[src/hw/rtl/rcfd_pkg.sv]
// ---------------------------------------------------------------------------
// rcfd_pkg
// Types, codes and helper functions shared by the radio frame decoder.
// ---------------------------------------------------------------------------
package rcfd_pkg;

    localparam int POS_W         = 6;
    localparam int MAX_CH        = 8;
    localparam int CH_FIRST_BYTE = 4;
    localparam int CFG_IDX_W     = 4;

    localparam logic [7:0] HDR0 = 8'hAA;
    localparam logic [7:0] HDR1 = 8'hAF;

    localparam logic FUNC_BYTE = 1'b0;
    localparam logic FUNC_POLL = 1'b1;

    localparam logic [1:0] ST_OK    = 2'd0;
    localparam logic [1:0] ST_BAD   = 2'd1;
    localparam logic [1:0] ST_NOPKT = 2'd2;
    localparam logic [1:0] ST_LOST  = 2'd3;

    localparam logic [CFG_IDX_W-1:0] CFG_CHAN_MIN    = 4'd0;
    localparam logic [CFG_IDX_W-1:0] CFG_CHAN_MAX    = 4'd1;
    localparam logic [CFG_IDX_W-1:0] CFG_CHAN_CENTER = 4'd2;
    localparam logic [CFG_IDX_W-1:0] CFG_TILT_GAIN   = 4'd3;
    localparam logic [CFG_IDX_W-1:0] CFG_YAW_HIGH    = 4'd4;
    localparam logic [CFG_IDX_W-1:0] CFG_YAW_LOW     = 4'd5;
    localparam logic [CFG_IDX_W-1:0] CFG_YAW_STEP    = 4'd6;
    localparam logic [CFG_IDX_W-1:0] CFG_LOSS_LIMIT  = 4'd7;

    typedef logic [POS_W-1:0]             t_pos;
    typedef logic [15:0]                  t_chan;
    typedef logic [MAX_CH-1:0][15:0]      t_chan_vec;
    typedef logic [CFG_IDX_W-1:0]         t_cfg_idx;

    typedef struct packed {
        logic last;
        logic ok;
    } t_frame_evt;

    typedef struct packed {
        t_chan       chan_min;
        t_chan       chan_max;
        t_chan       chan_center;
        logic [7:0]  tilt_gain;
        t_chan       yaw_high;
        t_chan       yaw_low;
        logic [9:0]  yaw_step;
    } t_cmt_cfg;

    typedef struct packed {
        t_chan_vec          chan;
        logic signed [15:0] roll;
        logic signed [15:0] pitch;
        logic signed [23:0] yaw;
    } t_cmt_view;

    typedef struct packed {
        logic [1:0] status;
        t_cmt_view  view;
    } t_result;

    function automatic t_chan clamp_chan(input t_chan v, input t_chan lo, input t_chan hi);
        t_chan r;
        if (v < lo) begin
            r = lo;
        end else if (v > hi) begin
            r = hi;
        end else begin
            r = v;
        end
        return r;
    endfunction

    function automatic logic signed [15:0] sat16(input logic signed [25:0] v);
        logic signed [15:0] r;
        if (v > 26'sd32767) begin
            r = 16'sh7FFF;
        end else if (v < -26'sd32768) begin
            r = 16'sh8000;
        end else begin
            r = v[15:0];
        end
        return r;
    endfunction

    function automatic logic signed [23:0] sat24(input logic signed [24:0] v);
        logic signed [23:0] r;
        if (v > 25'sd8388607) begin
            r = 24'sh7FFFFF;
        end else if (v < -25'sd8388608) begin
            r = 24'sh800000;
        end else begin
            r = v[23:0];
        end
        return r;
    endfunction

endpackage

[src/hw/rtl/rcfd_ifs.sv]
// ---------------------------------------------------------------------------
// rcfd_ifs
// Valid/ready channels of the radio frame decoder: input, result, config.
// ---------------------------------------------------------------------------
interface rcfd_in_if;
    logic       valid;
    logic       ready;
    logic       func;
    logic [7:0] data_byte;

    modport source (output valid, output func, output data_byte, input ready);
    modport sink   (input valid, input func, input data_byte, output ready);
endinterface

interface rcfd_out_if;
    logic               valid;
    logic               ready;
    logic [1:0]         status;
    logic [15:0]        roll_channel;
    logic [15:0]        pitch_channel;
    logic [15:0]        throttle_channel;
    logic [15:0]        yaw_channel;
    logic [15:0]        aux_one;
    logic [15:0]        aux_two;
    logic [15:0]        aux_three;
    logic [15:0]        aux_four;
    logic signed [15:0] roll_target;
    logic signed [15:0] pitch_target;
    logic signed [23:0] yaw_target;

    modport source (
        output valid, input ready, output status,
        output roll_channel, output pitch_channel, output throttle_channel,
        output yaw_channel, output aux_one, output aux_two, output aux_three,
        output aux_four, output roll_target, output pitch_target, output yaw_target
    );
    modport sink (
        input valid, output ready, input status,
        input roll_channel, input pitch_channel, input throttle_channel,
        input yaw_channel, input aux_one, input aux_two, input aux_three,
        input aux_four, input roll_target, input pitch_target, input yaw_target
    );
endinterface

interface rcfd_cfg_if;
    logic        valid;
    logic        ready;
    logic [3:0]  index;
    logic [15:0] data;

    modport source (output valid, output index, output data, input ready);
    modport sink   (input valid, input index, input data, output ready);
endinterface

[src/hw/rtl/rc_frame_decoder.sv]
// ---------------------------------------------------------------------------
// rc_frame_decoder
// Radio control frame decoder: byte-wise frame check, channel commit,
// tilt and yaw targets, and link loss tracking.
// ---------------------------------------------------------------------------
//  port    dir  role           beat
//  i_in    in   byte or poll   func, data_byte
//  o_out   out  frame result   status, eight channels, three targets
//  i_cfg   in   register write index, data (always ready)
//
//  One beat per cycle unless a result beat waits on a stalled output. A beat
//  is held in the input register, then the result (polls and last frame bytes
//  only) lands in the output register. Other bytes leave no result.
//  A stalled output holds the result; the input register drains into it
//  once taken. Synchronous active-low reset; no clearing pass.
// ---------------------------------------------------------------------------
module rc_frame_decoder #(
    parameter int FRAME_BYTES   = 32,
    parameter int CHANNEL_COUNT = 8
) (
    input  logic       i_clk,
    input  logic       i_rst_n,
    rcfd_in_if.sink    i_in,
    rcfd_out_if.source o_out,
    rcfd_cfg_if.sink   i_cfg
);
    import rcfd_pkg::*;

    logic       r_in_valid;
    logic       r_in_func;
    logic [7:0] r_in_byte;
    logic       r_out_valid;
    t_result    r_out;
    t_result    n_out;

    t_cmt_cfg   r_cfg;
    t_chan      r_loss_limit;
    t_chan      r_loss, n_loss;
    t_chan      loss_inc;

    t_frame_evt evt;
    t_chan_vec  staged;
    t_cmt_view  view;
    logic       has_result;
    logic       out_free;
    logic       advance;
    logic       commit;

    assign has_result = (r_in_func == FUNC_POLL) || evt.last;
    assign out_free   = !r_out_valid || o_out.ready;
    assign advance    = r_in_valid && (!has_result || out_free);
    assign commit     = advance && (r_in_func == FUNC_BYTE) && evt.last && evt.ok;
    assign i_in.ready = !r_in_valid || advance;
    assign i_cfg.ready = 1'b1;

    rcfd_frame_track #(
        .FRAME_BYTES   (FRAME_BYTES),
        .CHANNEL_COUNT (CHANNEL_COUNT)
    ) u_track (
        .i_clk    (i_clk),
        .i_rst_n  (i_rst_n),
        .i_step   (advance),
        .i_func   (r_in_func),
        .i_byte   (r_in_byte),
        .o_evt    (evt),
        .o_staged (staged)
    );

    rcfd_commit #(
        .CHANNEL_COUNT (CHANNEL_COUNT)
    ) u_commit (
        .i_clk    (i_clk),
        .i_rst_n  (i_rst_n),
        .i_commit (commit),
        .i_cfg    (r_cfg),
        .i_staged (staged),
        .o_next   (view)
    );

    // input register
    always_ff @(posedge i_clk) begin
        if (!i_rst_n) begin
            r_in_valid <= 1'b0;
        end else if (i_in.ready) begin
            r_in_valid <= i_in.valid;
        end
    end

    always_ff @(posedge i_clk) begin
        if (i_in.valid && i_in.ready) begin
            r_in_func <= i_in.func;
            r_in_byte <= i_in.data_byte;
        end
    end

    // loss counter and status
    assign loss_inc = r_loss + t_chan'(1);

    always_comb begin
        n_loss       = r_loss;
        n_out.view   = view;
        n_out.status = ST_OK;
        if (r_in_func == FUNC_POLL) begin
            if (loss_inc > r_loss_limit) begin
                n_loss       = '0;
                n_out.status = ST_LOST;
            end else begin
                n_loss       = loss_inc;
                n_out.status = ST_NOPKT;
            end
        end else begin
            n_loss       = '0;
            n_out.status = evt.ok ? ST_OK : ST_BAD;
        end
    end

    always_ff @(posedge i_clk) begin
        if (!i_rst_n) begin
            r_loss <= '0;
        end else if (advance && has_result) begin
            r_loss <= n_loss;
        end
    end

    // output register
    always_ff @(posedge i_clk) begin
        if (!i_rst_n) begin
            r_out_valid <= 1'b0;
        end else if (out_free) begin
            r_out_valid <= advance && has_result;
        end
    end

    always_ff @(posedge i_clk) begin
        if (advance && has_result) begin
            r_out <= n_out;
        end
    end

    assign o_out.valid            = r_out_valid;
    assign o_out.status           = r_out.status;
    assign o_out.roll_channel     = r_out.view.chan[0];
    assign o_out.pitch_channel    = r_out.view.chan[1];
    assign o_out.throttle_channel = r_out.view.chan[2];
    assign o_out.yaw_channel      = r_out.view.chan[3];
    assign o_out.aux_one          = r_out.view.chan[4];
    assign o_out.aux_two          = r_out.view.chan[5];
    assign o_out.aux_three        = r_out.view.chan[6];
    assign o_out.aux_four         = r_out.view.chan[7];
    assign o_out.roll_target      = r_out.view.roll;
    assign o_out.pitch_target     = r_out.view.pitch;
    assign o_out.yaw_target       = r_out.view.yaw;

    // configuration registers
    always_ff @(posedge i_clk) begin
        if (!i_rst_n) begin
            r_cfg.chan_min    <= 16'd1000;
            r_cfg.chan_max    <= 16'd2000;
            r_cfg.chan_center <= 16'd1500;
            r_cfg.tilt_gain   <= 8'd4;
            r_cfg.yaw_high    <= 16'd1820;
            r_cfg.yaw_low     <= 16'd1180;
            r_cfg.yaw_step    <= 10'd75;
            r_loss_limit      <= 16'd800;
        end else if (i_cfg.valid) begin
            unique case (i_cfg.index)
                CFG_CHAN_MIN:    r_cfg.chan_min    <= i_cfg.data;
                CFG_CHAN_MAX:    r_cfg.chan_max    <= i_cfg.data;
                CFG_CHAN_CENTER: r_cfg.chan_center <= i_cfg.data;
                CFG_TILT_GAIN:   r_cfg.tilt_gain   <= i_cfg.data[7:0];
                CFG_YAW_HIGH:    r_cfg.yaw_high    <= i_cfg.data;
                CFG_YAW_LOW:     r_cfg.yaw_low     <= i_cfg.data;
                CFG_YAW_STEP:    r_cfg.yaw_step    <= i_cfg.data[9:0];
                CFG_LOSS_LIMIT:  r_loss_limit      <= i_cfg.data;
                default: begin
                end
            endcase
        end
    end

endmodule

[src/hw/rtl/rcfd_frame_track.sv]
// ---------------------------------------------------------------------------
// rcfd_frame_track
// Byte position, running sum, header check and channel staging per frame.
// ---------------------------------------------------------------------------
module rcfd_frame_track #(
    parameter int FRAME_BYTES   = 32,
    parameter int CHANNEL_COUNT = 8
) (
    input  logic                i_clk,
    input  logic                i_rst_n,
    input  logic                i_step,
    input  logic                i_func,
    input  logic [7:0]          i_byte,
    output rcfd_pkg::t_frame_evt o_evt,
    output rcfd_pkg::t_chan_vec  o_staged
);
    import rcfd_pkg::*;

    localparam t_pos LAST_POS = t_pos'(FRAME_BYTES - 1);

    t_pos       r_pos, n_pos;
    logic [7:0] r_sum, n_sum;
    logic       r_hdr_ok, n_hdr_ok;
    logic       hdr_now;
    logic       is_last;

    assign is_last = (r_pos >= LAST_POS);
    assign hdr_now = r_hdr_ok
                   && !((r_pos == t_pos'(0)) && (i_byte != HDR0))
                   && !((r_pos == t_pos'(1)) && (i_byte != HDR1));

    assign o_evt.last = is_last;
    assign o_evt.ok   = hdr_now && (i_byte == r_sum);

    always_comb begin
        n_pos    = r_pos;
        n_sum    = r_sum;
        n_hdr_ok = r_hdr_ok;
        if (i_step) begin
            if (i_func == FUNC_POLL || is_last) begin
                n_pos    = '0;
                n_sum    = '0;
                n_hdr_ok = 1'b1;
            end else begin
                n_pos    = r_pos + t_pos'(1);
                n_sum    = r_sum + i_byte;
                n_hdr_ok = hdr_now;
            end
        end
    end

    always_ff @(posedge i_clk) begin
        if (!i_rst_n) begin
            r_pos    <= '0;
            r_sum    <= '0;
            r_hdr_ok <= 1'b1;
        end else begin
            r_pos    <= n_pos;
            r_sum    <= n_sum;
            r_hdr_ok <= n_hdr_ok;
        end
    end

    for (genvar k = 0; k < MAX_CH; k++) begin : g_stage
        if (k < CHANNEL_COUNT) begin : g_used
            localparam t_pos HI_POS = t_pos'(CH_FIRST_BYTE + 2 * k);
            localparam t_pos LO_POS = t_pos'(CH_FIRST_BYTE + 2 * k + 1);
            t_chan r_staged;
            always_ff @(posedge i_clk) begin
                if (i_step && i_func == FUNC_BYTE) begin
                    if (r_pos == HI_POS) begin
                        r_staged[15:8] <= i_byte;
                    end
                    if (r_pos == LO_POS) begin
                        r_staged[7:0] <= i_byte;
                    end
                end
            end
            assign o_staged[k] = r_staged;
        end else begin : g_unused
            assign o_staged[k] = '0;
        end
    end

endmodule

[src/hw/rtl/rcfd_commit.sv]
// ---------------------------------------------------------------------------
// rcfd_commit
// Committed channels with clamping, roll/pitch tilt targets, yaw integrator.
// ---------------------------------------------------------------------------
module rcfd_commit #(
    parameter int CHANNEL_COUNT = 8
) (
    input  logic                i_clk,
    input  logic                i_rst_n,
    input  logic                i_commit,
    input  rcfd_pkg::t_cmt_cfg  i_cfg,
    input  rcfd_pkg::t_chan_vec i_staged,
    output rcfd_pkg::t_cmt_view o_next
);
    import rcfd_pkg::*;

    t_chan_vec          r_chan, n_chan;
    logic signed [15:0] r_roll, n_roll;
    logic signed [15:0] r_pitch, n_pitch;
    logic signed [23:0] r_yaw, n_yaw;
    logic signed [16:0] d_roll, d_pitch;
    logic signed [25:0] p_roll, p_pitch;
    logic signed [25:0] gain_ext;
    logic signed [24:0] y_sum;

    for (genvar k = 0; k < MAX_CH; k++) begin : g_clamp
        if (k < CHANNEL_COUNT) begin : g_used
            assign n_chan[k] = i_commit
                             ? clamp_chan(i_staged[k], i_cfg.chan_min, i_cfg.chan_max)
                             : r_chan[k];
        end else begin : g_unused
            assign n_chan[k] = r_chan[k];
        end
    end

    assign gain_ext = $signed({18'd0, i_cfg.tilt_gain});
    assign d_roll   = $signed({1'b0, n_chan[0]}) - $signed({1'b0, i_cfg.chan_center});
    assign d_pitch  = $signed({1'b0, n_chan[1]}) - $signed({1'b0, i_cfg.chan_center});
    assign p_roll   = {{9{d_roll[16]}}, d_roll} * gain_ext;
    assign p_pitch  = {{9{d_pitch[16]}}, d_pitch} * gain_ext;

    always_comb begin
        y_sum = {r_yaw[23], r_yaw};
        if (n_chan[3] > i_cfg.yaw_high) begin
            y_sum = y_sum + $signed({15'd0, i_cfg.yaw_step});
        end else if (n_chan[3] < i_cfg.yaw_low) begin
            y_sum = y_sum - $signed({15'd0, i_cfg.yaw_step});
        end
    end

    assign n_roll  = i_commit ? sat16(-p_roll) : r_roll;
    assign n_pitch = i_commit ? sat16(-p_pitch) : r_pitch;
    assign n_yaw   = i_commit ? sat24(y_sum) : r_yaw;

    always_ff @(posedge i_clk) begin
        if (!i_rst_n) begin
            r_chan  <= '0;
            r_roll  <= '0;
            r_pitch <= '0;
            r_yaw   <= '0;
        end else begin
            r_chan  <= n_chan;
            r_roll  <= n_roll;
            r_pitch <= n_pitch;
            r_yaw   <= n_yaw;
        end
    end

    assign o_next.chan  = n_chan;
    assign o_next.roll  = n_roll;
    assign o_next.pitch = n_pitch;
    assign o_next.yaw   = n_yaw;

endmodule

[src/flat_wrapper.sv]
// flat-port wrapper written by rule: the top's interface ports become plain ports
module rc_frame_decoder_flat import rcfd_pkg::*;
#(
    parameter int FRAME_BYTES   = 32,
    parameter int CHANNEL_COUNT = 8
)
  (i_clk, i_rst_n, i_in_valid, i_in_func, i_in_data_byte, i_in_ready, o_out_valid, o_out_ready, o_out_status, o_out_roll_channel, o_out_pitch_channel, o_out_throttle_channel, o_out_yaw_channel, o_out_aux_one, o_out_aux_two, o_out_aux_three, o_out_aux_four, o_out_roll_target, o_out_pitch_target, o_out_yaw_target, i_cfg_valid, i_cfg_index, i_cfg_data, i_cfg_ready);
  rcfd_in_if i_in_i ();
  rcfd_out_if o_out_i ();
  rcfd_cfg_if i_cfg_i ();
  input  logic i_clk;
  input  logic i_rst_n;
  input wire logic [$bits(i_in_i.valid)-1:0] i_in_valid;
  input wire logic [$bits(i_in_i.func)-1:0] i_in_func;
  input wire logic [$bits(i_in_i.data_byte)-1:0] i_in_data_byte;
  output wire logic [$bits(i_in_i.ready)-1:0] i_in_ready;
  output wire logic [$bits(o_out_i.valid)-1:0] o_out_valid;
  input wire logic [$bits(o_out_i.ready)-1:0] o_out_ready;
  output wire logic [$bits(o_out_i.status)-1:0] o_out_status;
  output wire logic [$bits(o_out_i.roll_channel)-1:0] o_out_roll_channel;
  output wire logic [$bits(o_out_i.pitch_channel)-1:0] o_out_pitch_channel;
  output wire logic [$bits(o_out_i.throttle_channel)-1:0] o_out_throttle_channel;
  output wire logic [$bits(o_out_i.yaw_channel)-1:0] o_out_yaw_channel;
  output wire logic [$bits(o_out_i.aux_one)-1:0] o_out_aux_one;
  output wire logic [$bits(o_out_i.aux_two)-1:0] o_out_aux_two;
  output wire logic [$bits(o_out_i.aux_three)-1:0] o_out_aux_three;
  output wire logic [$bits(o_out_i.aux_four)-1:0] o_out_aux_four;
  output wire logic [$bits(o_out_i.roll_target)-1:0] o_out_roll_target;
  output wire logic [$bits(o_out_i.pitch_target)-1:0] o_out_pitch_target;
  output wire logic [$bits(o_out_i.yaw_target)-1:0] o_out_yaw_target;
  input wire logic [$bits(i_cfg_i.valid)-1:0] i_cfg_valid;
  input wire logic [$bits(i_cfg_i.index)-1:0] i_cfg_index;
  input wire logic [$bits(i_cfg_i.data)-1:0] i_cfg_data;
  output wire logic [$bits(i_cfg_i.ready)-1:0] i_cfg_ready;
  assign i_in_i.valid = i_in_valid;
  assign i_in_i.func = i_in_func;
  assign i_in_i.data_byte = i_in_data_byte;
  assign i_in_ready = i_in_i.ready;
  assign o_out_valid = o_out_i.valid;
  assign o_out_i.ready = o_out_ready;
  assign o_out_status = o_out_i.status;
  assign o_out_roll_channel = o_out_i.roll_channel;
  assign o_out_pitch_channel = o_out_i.pitch_channel;
  assign o_out_throttle_channel = o_out_i.throttle_channel;
  assign o_out_yaw_channel = o_out_i.yaw_channel;
  assign o_out_aux_one = o_out_i.aux_one;
  assign o_out_aux_two = o_out_i.aux_two;
  assign o_out_aux_three = o_out_i.aux_three;
  assign o_out_aux_four = o_out_i.aux_four;
  assign o_out_roll_target = o_out_i.roll_target;
  assign o_out_pitch_target = o_out_i.pitch_target;
  assign o_out_yaw_target = o_out_i.yaw_target;
  assign i_cfg_i.valid = i_cfg_valid;
  assign i_cfg_i.index = i_cfg_index;
  assign i_cfg_i.data = i_cfg_data;
  assign i_cfg_ready = i_cfg_i.ready;
  rc_frame_decoder #(.FRAME_BYTES(FRAME_BYTES), .CHANNEL_COUNT(CHANNEL_COUNT)) u_core (.i_clk(i_clk), .i_rst_n(i_rst_n), .i_in(i_in_i), .o_out(o_out_i), .i_cfg(i_cfg_i));
endmodule
[config.mk]
export PLATFORM = sky130hd
export DESIGN_NAME = rc_frame_decoder_flat
export DESIGN_NICKNAME = d
export VERILOG_FILES = /design/src/hw/rtl/rcfd_pkg.sv /design/src/hw/rtl/rcfd_ifs.sv /design/src/hw/rtl/rc_frame_decoder.sv /design/src/hw/rtl/rcfd_frame_track.sv /design/src/hw/rtl/rcfd_commit.sv /design/src/flat_wrapper.sv
export SDC_FILE = /design/constraint.sdc
export NUM_CORES = 2
export LEC_CHECK = 0
export BUFFER_PORTS_ARGS = -buffer_cell sky130_fd_sc_hd__buf_4
export CORE_UTILIZATION = 40
export CTS_BUF_LIST = sky130_fd_sc_hd__clkbuf_8
export DETAILED_ROUTE_END_ITERATION = 8
export PLACE_DENSITY_LB_ADDON = 0.05
export SETUP_SLACK_MARGIN = 0.3
export SYNTH_ARGS = -nofsm -noshare
export SYNTH_HDL_FRONTEND = slang
export SYNTH_SLANG_ARGS = --single-unit
[constraint.sdc]
create_clock -name i_clk -period 33.9 [get_ports i_clk]
set_clock_uncertainty 0.15 [all_clocks]
set_input_delay 0 -clock i_clk [delete_from_list [all_inputs] [get_ports i_clk]]
set_output_delay 0 -clock i_clk [all_outputs]
set_load 0.01 [all_outputs]
==> flow_metrics.py <==
metrics = {
    "status": {
        "run_status": "finished clean",
    },
    "floorplanning": {
        "core-area_um2": 116000,
        "dieArea_um2": 119000,
        "die_x_um": 345,
        "start_util_pct": 40.4,
        "ioPinCount": 223,
        "num_rows": 125,
        "chipHeight_um": 345,
    },
    "timing": {
        "relSlewSlack_pct": 18.0,
        "finalSetupViolations": 0,
        "finalCriticalPeriod_ps": 13220,
        "fin_crit_sh_pct": 39.0,
        "final_max_slew_viol_count": 0,
        "fin_setup_tns_ps": 0,
        "clock.fmax_mhz": 75.6,
        "hold_violations": 0,
        "tightest_slew_ps": 1220,
        "rsz0062_at_grt": "false",
    },
    "critical_path": {
        "critPathRequiredTime_ps": 34470,
        "crit_start": "u_core.r_cfg[84]$_SDFFE_PN0P_",
        "worstSetupPathType": "reg -> reg",
        "cp_max_fo": 16,
        "rr_worst_depth": 45,
        "slowest_delay_ps": 820,
        "r2r_start": "u_core.r_cfg[84]$_SDFFE_PN0P_",
        "end_kind": "flop",
        "crit_slowest_cell": "dfxtp_1",
        "worstPathArrival_ps": 13790,
        "crit_path_frequent_cell": "fa_1",
        "critPathLaunchType": "flop",
    },
    "detailed_routing": {
        "routed_wl_um": 158000,
        "num_vias": 38044,
        "drc_errors": 0,
        "via_per_inst": 5.50,
        "dr.pass1.iters": 6,
        "drt.antenna.violating_nets": 0,
        "post_drt_wl_per_cell_um": 22.8,
        "drtIter0Drc": 2993,
    },
    "cells_and_area": {
        "layout-drive-gt1-share_pct": 11.3,
        "fin_nets": 6060,
        "postLayoutCellArea_um2": 53900,
        "syn_to_final_growth_pct": 14.6,
    },
    "synth": {
        "yosysWarningCount": 0,
        "ys_ff_latch": 654,
        "yosysSeqAreaShare_pct": 34.7,
        "avgSynthCellArea_um2": 9.41,
        "syn_nets": 5775,
        "netlist_instances": 4997,
        "yosys_most_used_dff": "dfxtp_1",
        "synthDistinctLibCells": 94,
        "synth_edf_count": 323,
        "syn_area_um2": 47000,
        "synthArstFlopShare_pct": 0,
    },
    "clock_network": {
        "cts-root-buf": "clkbuf_8",
        "numCtsBuffers": 120,
        "ctsResizeCount": 0,
        "clock_latency_ps": 820,
        "holdBufCountCts": 78,
        "clkSinkCount": 654,
        "clk_path_buf_depth": 3,
        "cts_tree": "yes",
        "cts-htree-levels": 3,
        "cts_setup_buffers": 0,
        "clk_transition_reported_paths_ps": 60,
    },
    "placement": {
        "dp_hpwl_um": 110000,
        "gp_congestion": 0.934,
        "postPlaceCellArea_um2": 50600,
        "io_buffers": 221,
    },
    "pwr": {
        "powerDensity_nw_per_um2": 38.3,
        "p_leak_nw": 23.0,
        "p_int_mw": 1.43,
        "p_sw_share_pct": 30.5,
        "ir_drop_mv": 0.0395,
        "power_frac_seq_pct": 41.0,
        "combPwrFrac_pct": 20.0,
        "p_switching_mw": 0.630,
        "pwr-share-clk_pct": 39.0,
    },
    "grt": {
        "overflow": 0,
        "grt_start_max_net_pins": 104,
        "antenna_found_initial": 6,
        "grt_pass1_vias": 36949,
        "grt_usage_pct": 26.4,
        "grt_pass1_wl_um": 236000,
    },
    "worst_hold_path": {
        "hp-class": "in -> reg",
        "worstHoldStart": "o_out_ready",
        "worst_hold_path.num_cells": 4,
    },
    "run": {
        "drv_cap": 0,
    },
}
## worst max-delay path: cells and delay by family (launching register included)
| kind | cells | cell delay [ps] |
|---|---|---|
| flip-flops | 1 | 820 |
| adder cells (fa/ha/maj) | 9 | 4060 |
| multiplexers | 2 | 500 |
| buffers and inverters | 6 | 610 |
| AND/OR/NAND/NOR | 9 | 2750 |
| AO/OA/AOI/OAI | 19 | 4210 |
## cells in the final DEF (no fill, tap or decap), drive strengths merged, types with 65 or more instances in the layout
master         n
buf          318
nand2        494
xnor2         65
fa           227
a21o          94
a21oi        292
ha           517
edfxtp       323
o21ai        292
clkbuf       146
dfxtp        331
inv          584
mux2i        103
dlygate4sd3   78
nor2         218
and2         302
nand3        172
## power groups by stage
| stage | combinational (mW) | clock [mW] | sequential [mW] |
|---|---|---|---|
| after global placement | 0.405 | 0 | 0.863 |
| after global routing | 0.464 | 0.860 | 0.847 |
| final | 0.412 | 0.805 | 0.847 |
| after CTS | 0.413 | 0.827 | 0.847 |
| after detailed placement | 0.403 | 0 | 0.863 |
| after floorplan | 0.289 | 0 | 0.867 |
## registers in the layout, indices dropped and copies added, names as in the netlist, 24 cells and up
register,cells
u_core.u_commit.r_chan,128
u_core.u_track.g_stage.g_used.r_staged,128
u_core.r_cfg,98
u_core.o_out.yaw_target,24
u_core.u_commit.r_yaw,24
## metrics by stage
stage	hold slack (ps)	std cells	util, %	worst slack (ps)	power [mW]
5_1_grt	81.8	6915	46.3	19700	2.17
4_1_cts	17.4	6913	46.3	20640	2.09
2_1_floorplan	-51.1	4997	-	22660	1.16
6_report	101	6918	46.3	20680	2.06
3_5_place_dp	34.0	6606	43.4	20660	1.27
3_3_place_gp	30.4	6606	43.4	20770	1.27
## logic make-up (layout without fill, tap and decap cells)
| family | after synthesis | after routing | share of synthesized area (%) |
|---|---|---|---|
| AOI/OAI and AO/OA | 1077 | 1077 | 14.5 |
| xor gates and xnor gates | 93 | 93 | 1.79 |
| adders and majority gates | 744 | 744 | 23.4 |
| buffers and inverters | 764 | 1156 | 6.13 |
| DFF | 654 | 654 | 34.7 |
| muxes | 163 | 163 | 3.63 |
| other | 1 | 6 | 0.00797 |
| and+or+nand+nor | 1501 | 1501 | 15.9 |
## worst paths after layout
kind                                           end  slack (ps)
max reg2reg  u_core.u_commit.r_pitch[4]$_SDFF_PN0_       20680
max          u_core.u_commit.r_pitch[4]$_SDFF_PN0_       20680
min reg2reg   u_core.r_loss_limit[12]$_SDFFE_PN0P_         300
min                u_core.o_out.valid$_SDFFE_PN0P_         100
## per-layer routing
metal,track usage [%],wire length [um]
met4,7.94,4390
met3,3.59,9560
met5,0,11
met2,41.5,70600
met1,37.7,73200
## Yosys cell counts, types with 12 or more instances
library cell / count / area, um2
nor3_1: 42 / 210
ha_1: 517 / 6470
or2_2: 12 / 75.1
nand4_1: 45 / 282
nor2b_1: 50 / 313
nand3b_1: 13 / 97.6
nor2_1: 218 / 818
and3_1: 26 / 163
edfxtp_1: 323 / 9700
o211ai_1: 55 / 413
o21bai_1: 26 / 195
o31ai_1: 16 / 120
a32o_1: 13 / 130
mux2i_1: 103 / 1030
mux2_2: 60 / 676
o21a_1: 49 / 368
nor4_1: 14 / 87.6
a21boi_0: 13 / 97.6
a211oi_1: 49 / 368
clkbuf_1: 221 / 830
xor2_1: 28 / 245
inv_1: 530 / 1990
nand2b_1: 33 / 206
or3_1: 45 / 282
a21oi_1: 290 / 1450
nand3_1: 172 / 861
o21ai_0: 289 / 1450
fa_1: 227 / 4540
dfxtp_1: 331 / 6630
xnor2_1: 63 / 552
a21o_1: 91 / 683
nand2_1: 494 / 1850
and2_1: 300 / 1880
a31oi_1: 48 / 300
## cell type report
class                      count  area (um2)
timing repair buffer         396        3170
clock buffer                 146        2010
fill                       11332       62500
sequential                   654       16300
antenna                        5        12.5
inverter                     531        2000
multi-input combinational   3579       27900
clock inverter                83         536
tap                         1524        1910
Power figures use the tool's default switching activity.
